[src/rtl/core/psrf_pkg.sv]
`timescale 1ns / 1ps

package psrf_pkg;

  localparam int COORD_BITS  = 24;
  localparam int GUARD_SHIFT = 16;
  // datapath width: coordinate, guard scale, pre-rotation bit and CORDIC gain
  localparam int CW          = COORD_BITS + GUARD_SHIFT + 3;
  localparam int TAB_FRAC    = 20;
  localparam int ZW          = 30;
  localparam int TAB_LEN     = 24;
  localparam int ANGLE_REG_BITS = 18;
  localparam int RANGE_REG_BITS = 24;

  // atan(2^-i) in 2^-20 degree
  localparam logic [26:0] ATAN_TAB [TAB_LEN] = '{
    27'd47185920, 27'd27855475, 27'd14718068, 27'd7471121,
    27'd3750058,  27'd1876857,  27'd938658,   27'd469357,
    27'd234682,   27'd117342,   27'd58671,    27'd29335,
    27'd14668,    27'd7334,     27'd3667,     27'd1833,
    27'd917,      27'd458,      27'd229,      27'd115,
    27'd57,       27'd29,       27'd14,       27'd7
  };

  localparam logic signed [ZW-1:0] Z180 = ZW'(180 * (1 << TAB_FRAC));

  typedef struct packed {
    logic signed [COORD_BITS-1:0] pos_x;
    logic signed [COORD_BITS-1:0] pos_y;
    logic signed [COORD_BITS-1:0] pos_z;
    logic [31:0]                  intensity_word;
    logic                         coords_finite;
    logic                         cloud_end;
  } in_word_t;

  typedef struct packed {
    logic                         keep;
    logic signed [COORD_BITS-1:0] out_x;
    logic signed [COORD_BITS-1:0] out_y;
    logic signed [COORD_BITS-1:0] out_z;
    logic [31:0]                  out_intensity;
    logic                         out_cloud_end;
  } out_word_t;

  typedef struct packed {
    logic signed [CW-1:0] x;
    logic signed [CW-1:0] y;
    logic signed [ZW-1:0] z;
    in_word_t             word;
  } cordic_data_t;

endpackage

[src/rtl/core/psrf_cordic_cell.sv]
`timescale 1ns / 1ps

module psrf_cordic_cell import psrf_pkg::*; #(
  parameter int STAGE = 0
) (
  input  logic         clk,
  input  logic         rst,
  input  logic         in_valid,
  output logic         in_ready,
  input  cordic_data_t in_data,
  output logic         out_valid,
  input  logic         out_ready,
  output cordic_data_t out_data
);

  logic signed [CW-1:0] x_sh;
  logic signed [CW-1:0] y_sh;
  logic signed [ZW-1:0] step;
  cordic_data_t         nxt;

  assign in_ready = !out_valid || out_ready;

  always_comb begin
    x_sh = in_data.x >>> STAGE;
    y_sh = in_data.y >>> STAGE;
    step = signed'(ZW'(ATAN_TAB[STAGE]));
    nxt  = in_data;
    // rotate toward the x axis
    if (in_data.y < 0) begin
      nxt.x = in_data.x - y_sh;
      nxt.y = in_data.y + x_sh;
      nxt.z = in_data.z - step;
    end else begin
      nxt.x = in_data.x + y_sh;
      nxt.y = in_data.y - x_sh;
      nxt.z = in_data.z + step;
    end
  end

  always_ff @(posedge clk) begin
    if (rst) begin
      out_valid <= 1'b0;
    end else if (in_ready) begin
      out_valid <= in_valid;
    end
  end

  always_ff @(posedge clk) begin
    if (in_ready && in_valid) begin
      out_data <= nxt;
    end
  end

endmodule

[config.mk]
export PLATFORM = sky130hd
export DESIGN_NAME = psrf_cordic_cell
export DESIGN_NICKNAME = d
export VERILOG_FILES = /design/src/rtl/core/psrf_pkg.sv /design/src/rtl/core/psrf_cordic_cell.sv
export SDC_FILE = /design/constraint.sdc
export NUM_CORES = 1
export LEC_CHECK = 0
export BUFFER_PORTS_ARGS = -buffer_cell sky130_fd_sc_hd__buf_2
export CORE_UTILIZATION = 40
export CTS_CLUSTER_SIZE = 30
export DETAILED_ROUTE_END_ITERATION = 16
export PLACE_DENSITY_LB_ADDON = 0.3
export SYNTH_ARGS = -nofsm -noshare
export SYNTH_HDL_FRONTEND = slang
export SYNTH_SLANG_ARGS = --single-unit
[constraint.sdc]
create_clock -name clk -period 8.98 [get_ports clk]
set_clock_uncertainty 0.2 [all_clocks]
set_input_delay 1.796 -clock clk [delete_from_list [all_inputs] [get_ports clk]]
set_output_delay 1.796 -clock clk [all_outputs]
set_load 0.005 [all_outputs]
**After elaboration in Yosys (flattened, before gate mapping)**

Cells that the tools add are included.

- Register bits: 223
- Output and inout port bits: 224
- Word-level logic and storage cells: 20

- $add $sub $neg: 5
- $lt $le $gt $ge: 1
- Multiplexer cells: 1
- Reductions and logical operators: 3

Operators by type and width:

| kind | number |
|---|---|
| two-way mux 116 bit | 1 |
| subtractor 43 bit | 2 |
| adder 43 bit | 1 |
| less-than comparator 43 x 1 -> 1 bit, second input constant | 1 |
| adder 30 x 27 -> 30 bit, second input constant | 1 |
| subtractor 30 x 27 -> 30 bit, second input constant | 1 |
| logical AND 1 bit | 1 |
| logical NOT 1 bit | 1 |
| logical OR 1 bit | 1 |

**Depth between registers and ports, before layout**

- Word-level depth: 3
- Gate-level depth with buffers: 13

**Worst setup path after synthesis**

OpenSTA, ideal clock, no wires.

- Kind: input to register
- Start: input out_ready
- End: register out_data[0] (netlist bit) (enable)
- Setup time: 0.610 ns
- Arrival time: 6.995 ns
- Path slack: 1.175 ns
- Cell stages on the path: 2
- Buffers on the path: 0
- Path through: nand2b_1 > and2_1

- Longest elaborated chain between the ends: 2

Ends and longest elaborated chain:

| element | line | source |
|---|---|---|
| start: declaration | psrf_cordic_cell.sv:12 | `input logic out_ready,` |
| logical OR 1 bit | psrf_cordic_cell.sv:21 | `assign in_ready = !out_valid \|\| out_ready;` |
| logical AND 1 bit | psrf_cordic_cell.sv:49 | `if (in_ready && in_valid) begin` |
| end signal: assignment | psrf_cordic_cell.sv:50 | `out_data <= nxt;` |
| end: declaration | psrf_cordic_cell.sv:13 | `output cordic_data_t out_data` |

No other way between the ends.
A chain may end at the register's enable or synchronous reset.

==> metrics <==
P per Cell Area 174.3 mW/mm^2; Lkg Pwr 8.294 nW; Syn. warnings 0; outcome finished clean; Max clock buf depth 3; CP max stage delay 0.62 ns; CP arrival 5.45 ns; Most Frequent Cell on Critical Path o211ai_1; pin count of the biggest net entering global routing 158; Final period util 0.5893; Mapped Area 0.01516 sq mm; Final Hold Vio Count 0; insertion delay to the later sink of the worst-skew pair 0.55 ns; family with the most delay on the worst path compound AO/OA/AOI/OAI gates; crit path capture type register; Slowest-stage cell, CP ha_1; max-cap violation count 0; Chip Width 196.7 microns; Top Ports 450; crit-path cells buf_2 > inv_1 > ha_1 > nor2b_1 > or4_1 > o221ai_1 > o211ai_1 > a2111o_1 > a221o_1 > a41oi_2 > o211ai_1 > a221oi_1; GRT Overall Usage 0.2876; CP max FO 13; worst rel slew slack 0.1377; EDFF count, synth 221; Rows 70; vias in the first global route 13.28k; core area 0.03696 sq mm; Main synth FF type edfxtp_1; Reg2Reg Depth 3; synthesis-stage register bit count 222; share of the synthesized area in the top cell type 0.4378; Critical Path Start Type input port; Area Growth Syn to Fin 23.45%; setup ws final 3.688 ns; CP startpoint in_data[147]; Yosys cell types 70; critical path class in -> reg; Reg2Reg Setup Slack 6.42 ns; Seq. cell area 0.006656 sq mm; fill cell count 3511; post-route ant nets 0; CTS Buf Count 27; dpl hpwl 45750 microns; Mapped Cells 1534; root buffer cell clkbuf_16; Critical R2R Capture out_data[171]; Worst setup endpoint out_data[178]; Async SR Flop Fraction 0; CP Buf/Inv Count 2; gpl congestion 0.9278; CTS sink count 222; DIE HEIGHT 196.7 microns; final slew viol count 0; DRT Pass-1 Iters 5; DR vias 13.81k; drt wl/cell 23.19 microns; H-tree levels 1; Syn Nets 1914; total grt overflow 0; sequential-to-total area share from yosys stat 0.4391; critical path depth in cells 12; post-CTS setup buffer count 0; Hold Path Class reg -> reg; clock slew at reported path FFs 0.06 ns; post-route DRC violation count 0; RR Startpoint out_valid; RSZ-0062 raised after global routing no; worst vdd ir 127.8 uV; required time worst endpoint 9.14 ns; initial antenna violation count 12; first-pass GRT wire length 83140 microns; Vias per Instance 5.573; setup_tns 0 ns; final net count 2331; multi-input logic area 0.007714 sq mm; most frequent cells in the layout buf_2 (449), edfxtp_1 (221), a21oi_1 (177); CTS Hold Bufs 0; Area contributors post-synth edfxtp_1 (44%), ha_1 (12%), a21oi_1 (5.8%); Synth area leader edfxtp_1; Resized Gates After CTS 0; Initial Util 0.4101; DRT iter0 DRCs 1103; wirelength, routed 57460 microns; layout cell share with drive strength beyond 1 0.2623; Mean Syn Cell Area 9.882 sq um; die area 0.03868 sq mm; pre-CTS setup slack 3.221 ns; Least-Margin Pin Slew 1.282 ns; # port buffers 449; most common cell after layout, fill and taps aside buf_2; fmax 0.1890 GHz; Tmin final 5.292 ns; CTS tree built; final setup violation count 0
-- layout make-up --
class,instances,share of cell area
multi-input cells,1105,0.4122
clock inverters,17,0.01003
inverters,142,0.02848
repair buffers,453,0.1224
clock buffers,32,0.03711
diodes,3,0.0004012
well taps,504,0.03370
flip-flops and latches,222,0.3557
-- worst min-delay path by stage --
stage               from        end  depth (start not counted)
2_1_floorplan  out_valid  out_valid                          2
3_3_place_gp   out_valid  out_valid                          2
3_5_place_dp   out_valid  out_valid                          2
4_1_cts        out_valid  out_valid                          2
5_1_grt        out_valid  out_valid                          2
6_report       out_valid  out_valid                          2
-- worst min-delay path, cell delays in order (launching register included) --
cell and delay [ns]:
dfxtp_1 0.31, nand2b_1 0.11, a21oi_1 0.08
-- metrics by stage --
| stage | instances | utilization | instance area [sq um] | power, mW | hold slack (ns) |
|---|---|---|---|---|---|
| CTS | 2475 | 0.5061 | 18710 | 3.283 | 0.3533 |
| finish | 2478 | 0.5063 | 18710 | 3.261 | 0.3487 |
| global route | 2477 | 0.5062 | 18710 | 3.398 | 0.3843 |
| detailed placement | 2426 | 0.4822 | 17820 | 2.165 | 0.3431 |
| floorplan | 1534 | - | 15160 | 1.816 | 0.3225 |
| global placement | 2426 | 0.4822 | 17820 | 2.166 | 0.3175 |
-- cell usage after synthesis, types with 6 or more instances --
cell / number
ha_1: 150
o221ai_1: 7
a211oi_1: 11
o21ai_1: 12
mux2i_1: 25
o22ai_1: 8
or3_1: 9
o2111ai_1: 6
o31ai_1: 10
and2_1: 6
a31oi_1: 9
xnor2_1: 72
a221o_1: 8
o21bai_1: 29
and3_1: 9
nand4_1: 20
inv_1: 138
a21oi_1: 177
a21o_1: 34
nor2b_1: 24
nand3_1: 21
a211o_1: 6
buf_1: 19
clkbuf_1: 39
o21ai_0: 96
xor2_1: 15
nand2_1: 96
nor2_1: 104
o211ai_1: 19
nand2b_1: 13
edfxtp_1: 221
nor3_1: 20
o21a_1: 13
-- flip-flops by register name, summed over array words and instances, names as in the netlist --
name,flops
out_valid,1
out_data,221
-- routing by layer --
metal / vias up / track usage / part of all wire / wire (microns)
met1: 6644 / 0.3673 / 0.41 / 23330
met5: - / 0 / 0.0018 / 102
li1: 6400 / - / - / -
met2: 624 / 0.4804 / 0.47 / 27130
met3: 127 / 0.05852 / 0.082 / 4718
met4: 14 / 0.1059 / 0.038 / 2175
-- logic make-up (layout without fill, tap and decap cells) --
logic type               after synthesis  after routing  share of synthesized area
AO/OA/AOI/OAI                        494            494                     0.2052
adder cells (fa/ha/maj)              154            154                     0.1291
multiplexers                          25             25                    0.01651
buffers and inverters                207            644                    0.05217
flip-flops                           222            222                     0.4391
XOR/XNOR                              87             87                    0.05027
AND/OR/NAND/NOR                      345            345                     0.1076
other                                  0              3                          0
-- power by group --
| group | internal [mW] | switching (mW) |
|---|---|---|
| Sequential | 1.27 | 0.0246 |
| Clock | 0.642 | 0.459 |
| Combinational | 0.318 | 0.545 |
Power figures use the tool's default switching activity.
