===== src/rtl/core/psrf_pkg.sv =====
`timescale 1ns / 1ps

package psrf_pkg;

  localparam int COORD_BITS  = 24;
  localparam int GUARD_SHIFT = 16;
  // datapath width: coordinate, guard scale, pre-rotation bit and CORDIC gain
  localparam int CW          = COORD_BITS + GUARD_SHIFT + 3;
  localparam int TAB_FRAC    = 20;
  localparam int ZW          = 30;
  localparam int TAB_LEN     = 24;
  localparam int ANGLE_REG_BITS = 18;
  localparam int RANGE_REG_BITS = 24;

  // atan(2^-i) in 2^-20 degree
  localparam logic [26:0] ATAN_TAB [TAB_LEN] = '{
    27'd47185920, 27'd27855475, 27'd14718068, 27'd7471121,
    27'd3750058,  27'd1876857,  27'd938658,   27'd469357,
    27'd234682,   27'd117342,   27'd58671,    27'd29335,
    27'd14668,    27'd7334,     27'd3667,     27'd1833,
    27'd917,      27'd458,      27'd229,      27'd115,
    27'd57,       27'd29,       27'd14,       27'd7
  };

  localparam logic signed [ZW-1:0] Z180 = ZW'(180 * (1 << TAB_FRAC));

  typedef struct packed {
    logic signed [COORD_BITS-1:0] pos_x;
    logic signed [COORD_BITS-1:0] pos_y;
    logic signed [COORD_BITS-1:0] pos_z;
    logic [31:0]                  intensity_word;
    logic                         coords_finite;
    logic                         cloud_end;
  } in_word_t;

  typedef struct packed {
    logic                         keep;
    logic signed [COORD_BITS-1:0] out_x;
    logic signed [COORD_BITS-1:0] out_y;
    logic signed [COORD_BITS-1:0] out_z;
    logic [31:0]                  out_intensity;
    logic                         out_cloud_end;
  } out_word_t;

  typedef struct packed {
    logic signed [CW-1:0] x;
    logic signed [CW-1:0] y;
    logic signed [ZW-1:0] z;
    in_word_t             word;
  } cordic_data_t;

endpackage


===== src/rtl/core/psrf_bound_fold.sv =====
`timescale 1ns / 1ps

module psrf_bound_fold import psrf_pkg::*; #(
  parameter int ANGLE_FRAC_BITS = 8
) (
  input  logic                              clk,
  input  logic signed [ANGLE_REG_BITS-1:0]  angle,
  output logic signed [ANGLE_FRAC_BITS+9:0] folded
);

  localparam int    AW     = ANGLE_FRAC_BITS + 10;
  localparam longint HALF  = 64'(180) << ANGLE_FRAC_BITS;
  localparam longint FULL  = 64'(360) << ANGLE_FRAC_BITS;
  localparam longint NEGLIM = 64'(1) << (ANGLE_REG_BITS - 1);
  localparam longint OFFSET = FULL * ((NEGLIM + FULL - 1) / FULL);
  localparam int    UW     = $clog2(2 * NEGLIM + 2 * FULL);
  localparam int    SH     = 40;
  localparam longint RECIP = ((64'(1) << SH) + FULL - 1) / FULL;
  localparam int    RW     = $clog2(RECIP + 1);
  localparam int    QW     = UW + RW - SH;

  localparam logic [RW-1:0]        RECIP_V = RW'(RECIP);
  localparam logic [UW-1:0]        FULL_V  = UW'(FULL);
  localparam logic signed [UW+1:0] FULL_S  = (UW+2)'(FULL);
  localparam logic signed [UW+1:0] HALF_S  = (UW+2)'(HALF);

  logic signed [UW:0]     u_s;
  logic [UW+RW-1:0]       prod;
  logic [UW-1:0]          u_r;
  logic [QW-1:0]          q_r;
  logic [QW+UW-1:0]       qf;
  logic signed [UW+1:0]   r;
  logic signed [UW+1:0]   r_pos;
  logic signed [UW+1:0]   r_fold;

  // reciprocal estimate of the quotient; may be one too large
  always_comb begin
    u_s  = (UW+1)'(angle) + (UW+1)'(OFFSET);
    prod = u_s[UW-1:0] * RECIP_V;
  end

  always_ff @(posedge clk) begin
    u_r <= u_s[UW-1:0];
    q_r <= prod[UW+RW-1:SH];
  end

  always_comb begin
    qf     = q_r * FULL_V;
    r      = signed'({2'b00, u_r}) - signed'((UW+2)'(qf));
    r_pos  = (r < 0) ? r + FULL_S : r;
    r_fold = (r_pos > HALF_S) ? r_pos - FULL_S : r_pos;
  end

  always_ff @(posedge clk) begin
    folded <= r_fold[AW-1:0];
  end

endmodule


===== config.mk =====
export PLATFORM = sky130hd
export DESIGN_NAME = psrf_bound_fold
export DESIGN_NICKNAME = d
export VERILOG_FILES = /design/src/rtl/core/psrf_pkg.sv /design/src/rtl/core/psrf_bound_fold.sv
export SDC_FILE = /design/constraint.sdc
export NUM_CORES = 1
export LEC_CHECK = 0
export CORE_ASPECT_RATIO = 1.5
export CORE_UTILIZATION = 45
export DETAILED_ROUTE_END_ITERATION = 10
export DONT_BUFFER_PORTS = 1
export GPL_TIMING_DRIVEN = 0
export PLACE_DENSITY_LB_ADDON = 0.05
export REMOVE_ABC_BUFFERS = 1
export SLEW_MARGIN = 20
export SYNTH_ARGS = -nofsm -noshare
export SYNTH_HDL_FRONTEND = slang
export SYNTH_SLANG_ARGS = --single-unit

===== constraint.sdc =====
create_clock -name clk -period 5.4 [get_ports clk]
set_input_delay 0.27 -clock clk [delete_from_list [all_inputs] [get_ports clk]]
set_output_delay 0.27 -clock clk [all_outputs]
set_load 0.05 [all_outputs]

Word-level counts from Yosys, hierarchy flattened

Index checks and enable logic that the tools add are counted.

Bits in registers: 40
Input port bits: 19
Output and inout bits: 18

Add/sub/neg operators: 4
$mul: 2
$lt $le $gt $ge: 2
Muxes and demuxes: 2

Operator list:

| operator                 | count |
|---|---|
| $mul A19 B24 Y43 const B | 1 |
| $add A21 B18 Y21 const B | 1 |
| $gt A21 B17 Y1 const B   | 1 |
| $lt A21 B1 Y1 const B    | 1 |
| $mux W21                 | 1 |
| $sub A19 B20 Y21         | 1 |
| $add A18 B19 Y19 const B | 1 |
| $mux W18                 | 1 |
| $sub A18 B18 Y18 const B | 1 |
| $mul A3 B6 Y9 const B    | 1 |

Logic depth before layout (Yosys ltp)

Word-level depth: 6
Depth in mapped cells: 24
Depth with buffers taken out: 24

Least setup slack after synthesis

OpenSTA, ideal clock, no wires.

Path kind: input to register
Start point: in angle[12]
End point: reg q_r[1]
Library setup time: 130 ps
Arrival time: 5624 ps
Required time: 5270 ps
Path slack: -354 ps
Cell stages on the path: 20
Cell sequence: ha_1 -> nor3_1 -> nor3b_1 -> inv_1 -> mux2i_1 -> fa_1 -> fa_1 -> inv_1 -> fa_1 -> fa_1 -> inv_1 -> fa_1 -> inv_1 -> ha_1 -> a2111oi_0 -> nor2_1 -> o311ai_0 -> a21o_1 -> nor4bb_1 -> a311oi_1

Cells in the longest elaborated chain, start to end: 2

Ends and longest elaborated chain:

| what                 | RTL line              | text |
|---|---|---|
| start, declared      | psrf_bound_fold.sv:7  | `input logic signed [ANGLE_REG_BITS-1:0] angle,` |
| $add A18 B19 Y19     | psrf_bound_fold.sv:38 | `u_s = (UW+1)'(angle) + (UW+1)'(OFFSET);` |
| named net u_s[18]    | psrf_bound_fold.sv:27 | `logic signed [UW:0] u_s;` |
| $mul A19 B24 Y43     | psrf_bound_fold.sv:39 | `prod = u_s[UW-1:0] * RECIP_V;` |
| named net prod[41]   | psrf_bound_fold.sv:28 | `logic [UW+RW-1:0] prod;` |
| end signal, assigned | psrf_bound_fold.sv:44 | `q_r <= prod[UW+RW-1:SH];` |
| end, declared        | psrf_bound_fold.sv:30 | `logic [QW-1:0] q_r;` |

The timed path passes the listed nets, and every way through them passes these cells.

Worst setup path after layout

Start point: in angle[12]
End point: reg q_r[0]

Same word-level chain as after synthesis.

==> results.md <==
- CTS Buffer Depth: 2
- Slack of the critical path: between 0.1 and 0.15 ns
- WS Path Type: input port to flop
- TritonCTS clock tree: done
- CTS root buffer: clkbuf_16
- Remaining Overflow, GRT: 0
- Slew headroom: 0.564
- Unrepaired setup endpoints after global routing: yes
- Worst-Margin Slew: 0.645 ns
- Dpl ws: -2.22 ns
- Most numerous cell on the critical path: fa_1
- Crit path max fanout: 5
- Min Clock Period, post-route: between 5 and 6 ns
- Synth Cell Area: between 7000 and 8000 um2
- Routed wire per std cell: 17.6 um
- Fraction of registers with async set/reset: 0
- Status: finished clean
- Simple logic cell fraction of the synthesized area: 0.0658
- Flop and latch count out of synthesis: 40
- Yosys top cell area share: 0.291
- Remaining DRCs: 0
- GRT Total Usage: 0.225
- Largest net degree at the start of global routing: 14
- WL met1: 6440 um
- FP Rows: 56
- Antenna fix cells: 0
- Die area: 16600 um2
- Inserted Clock Buffers: 5
- Mux contribution to synthesized area: 0.0116
- Max Transition Viols Final: 0
- WHS: 0.146 ns
- Vias in the first global route: approximately 5.6k
- Synth area leaders: fa_1, ha_1, dfxtp_1
- Post-Synth Adder-Cell Area: 0.568
- Detailed-router iteration count before antenna repair: 4
- Starting DRT DRC Count: 187
- DP Wirelength: 15400 um
- Cell chain of the critical path: ha_4, xor2_2, inv_2, ha_4, inv_1, fa_1, fa_1, inv_1, fa_1, fa_1, ha_1, a21o_1, a21o_1, a2111oi_4, nor2_2, o311ai_4, buf_4, o211ai_1, a21oi_2, xnor2_2
- IO Count: 37
- Main synth FF type: dfxtp_1
- Complex-gate fraction of the synthesized area: 0.0901
- Ys Warns: 0
- Post-route ant nets: 0
- Hold Crit Class: input port to flop
- Antenna violations before repair: 0
- Vias/cell: 5.10
- Mapped Cells: 740
- Starting Density: 0.460
- Syn Area/Cell: 9.76 um2
- Port bufs: 0
- Crit path buf inv count: 4
- CP top delay family: adder cells
- Slowest cell on the critical path: fa_1
- Final Skew: 0.00765 ns
- Core area: around 16000 um2
- Area grow syn2layout: 14.7%
- CP Capture Type: flop
- Slowest Stage Delay on Critical Path: 0.55 ns
- Die H: between 150 and 200 um
- Clock sinks: 40
- Final #Nets: 1066
- # setup viols final: 0
- Part of the cycle the worst path needs: 0.972
- Met2 wire length: 10200 um
- Critical Path AT: 5.45 ns
- Final weighted congestion in routability-driven placement: 0.891
- Vias after detailed routing: 5030
- Drt total wl: 17400 um
- Clock transition at path regs: 0.06 ns
- Sequential share of the synthesized area: 0.111
- First-pass GRT wire length: 28000 um
- Max_cap viols: 0
- Worst EP required: roughly 5.6 ns
- Layout cells sized above 1: 0.114
- Largest family of logic cells by synthesized area: adder cells
- Clk_lat worst skew: roughly 0.29 ns
- Die width: 105 um
- Post-synth top area cell: fa_1
- H-tree depth: 2
- Met3 Wirelength: approximately 190 um
- Highest Signal Layer: met4
- Synth Area in XOR/XNOR: 0.0416
- Final hold violation count: 0
- Fmax: about 190 MHz
- Post-synthesis cell type count: 61
- Number of flops mapped to enable cells by yosys: 0
- Startpoint Class: input port
==> final timing paths <==
kind	startpoint	end	slack, ns	cells after the start
hold / removal	angle[12]	u_r[12]$_DFF_P_	0.15	1
setup reg to reg	q_r[1]$_DFF_P_	folded[17]$_DFF_P_	0.41	20
setup / recovery	angle[12]	q_r[0]$_DFF_P_	0.15	20
hold reg to reg	u_r[2]$_DFF_P_	folded[2]$_DFF_P_	0.35	0
==> cells by family after synthesis <==
group / count (synthesis)
AOI/OAI and AO/OA: 96
xor gates and xnor gates: 31
adders and majority gates: 265
buffers and inverters: 214
DFF: 40
muxes: 8
and+or+nand+nor: 86
==> through the flow <==
step / cells / TNS, ns / util / cell area [um2]
after CTS: 981 / 0 / 0.517 / 8120
after global placement: 942 / -6.37 / 0.476 / 7470
after detailed placement: 942 / -6.45 / 0.476 / 7470
after floorplan: 739 / -0.859 / - / 7210
final: 986 / 0 / 0.528 / 8280
after global routing: 986 / -0.0974 / 0.528 / 8280
==> area by class of cell <==
| class | count | area, um2 |
|---|---|---|
| tap | 203 | 254 |
| fill | 1491 | 7410 |
| clock inverter | 2 | 38.8 |
| sequential | 40 | 801 |
| timing repair buffer | 36 | 320 |
| multi-input combinational | 486 | 5930 |
| clock buffer | 6 | 139 |
| inverter | 213 | 800 |
==> placed cells by master, fill, tap and decap left out, types with 3 or more instances in the layout <==
cell           netlist  layout
and4_1               4       4
mux2i_1              5       4
a21oi_1             27      22
o211ai_1             3       3
xor2_2               2       4
dlygate4sd3_1        0      12
a21o_1              12      12
nand3_1              8       8
xor2_1              12       9
o21bai_1             3       3
a211oi_1             6       6
ha_4                 0       8
inv_1              213     206
or2_1                3       3
nand2b_1             4       4
ha_1               160     151
o22ai_1              4       4
nor2_1              20      18
dfxtp_1             40      40
nand2_1             12      10
buf_4                1      21
inv_2                0       7
nor3_1               6       5
clkbuf_16            0       5
nand4_1              3       3
nor2b_1              5       5
mux2_2               3       3
xnor2_1             16      13
a21oi_2              0       4
fa_1               105     104
o21ai_0             13      10
==> state kept, by name, indices dropped and copies added (netlist names) <==
register	cells
folded	18
u_r	19
q_r	3
==> Yosys cell counts (all sizes together), types with 4 or more instances <==
cell / count
and4: 4
o21ai: 13
a211oi: 6
a21o: 13
nand3: 9
ha: 160
and3: 4
nor3: 6
a21oi: 27
dfxtp: 40
nand2: 12
nor2b: 5
mux2i: 5
or2: 4
xnor2: 16
o22ai: 5
xor2: 14
nor2: 20
fa: 105
inv: 213
nand2b: 4
==> per-layer routing <==
metal	vias to the layer above	global-route usage
li1	2467	-
met1	2484	0.232
met2	53	0.467
met3	26	0.00952
met4	0	0.0885
met5	-	0
==> what timing repair did <==
action / in CTS / in global routing
resized for setup: 35 / 27
pin swaps: 20 / 29
hold endpoints to repair: 11 / 1
endpoints found under the setup margin: 3 / 9
hold buffers: 11 / 1
setup buffers: 20 / 5
gates cloned: 0 / 0
Power is left out: the tool's default activity adds up to more than one toggle a clock period on the data nets, which glitch-free logic cannot reach.
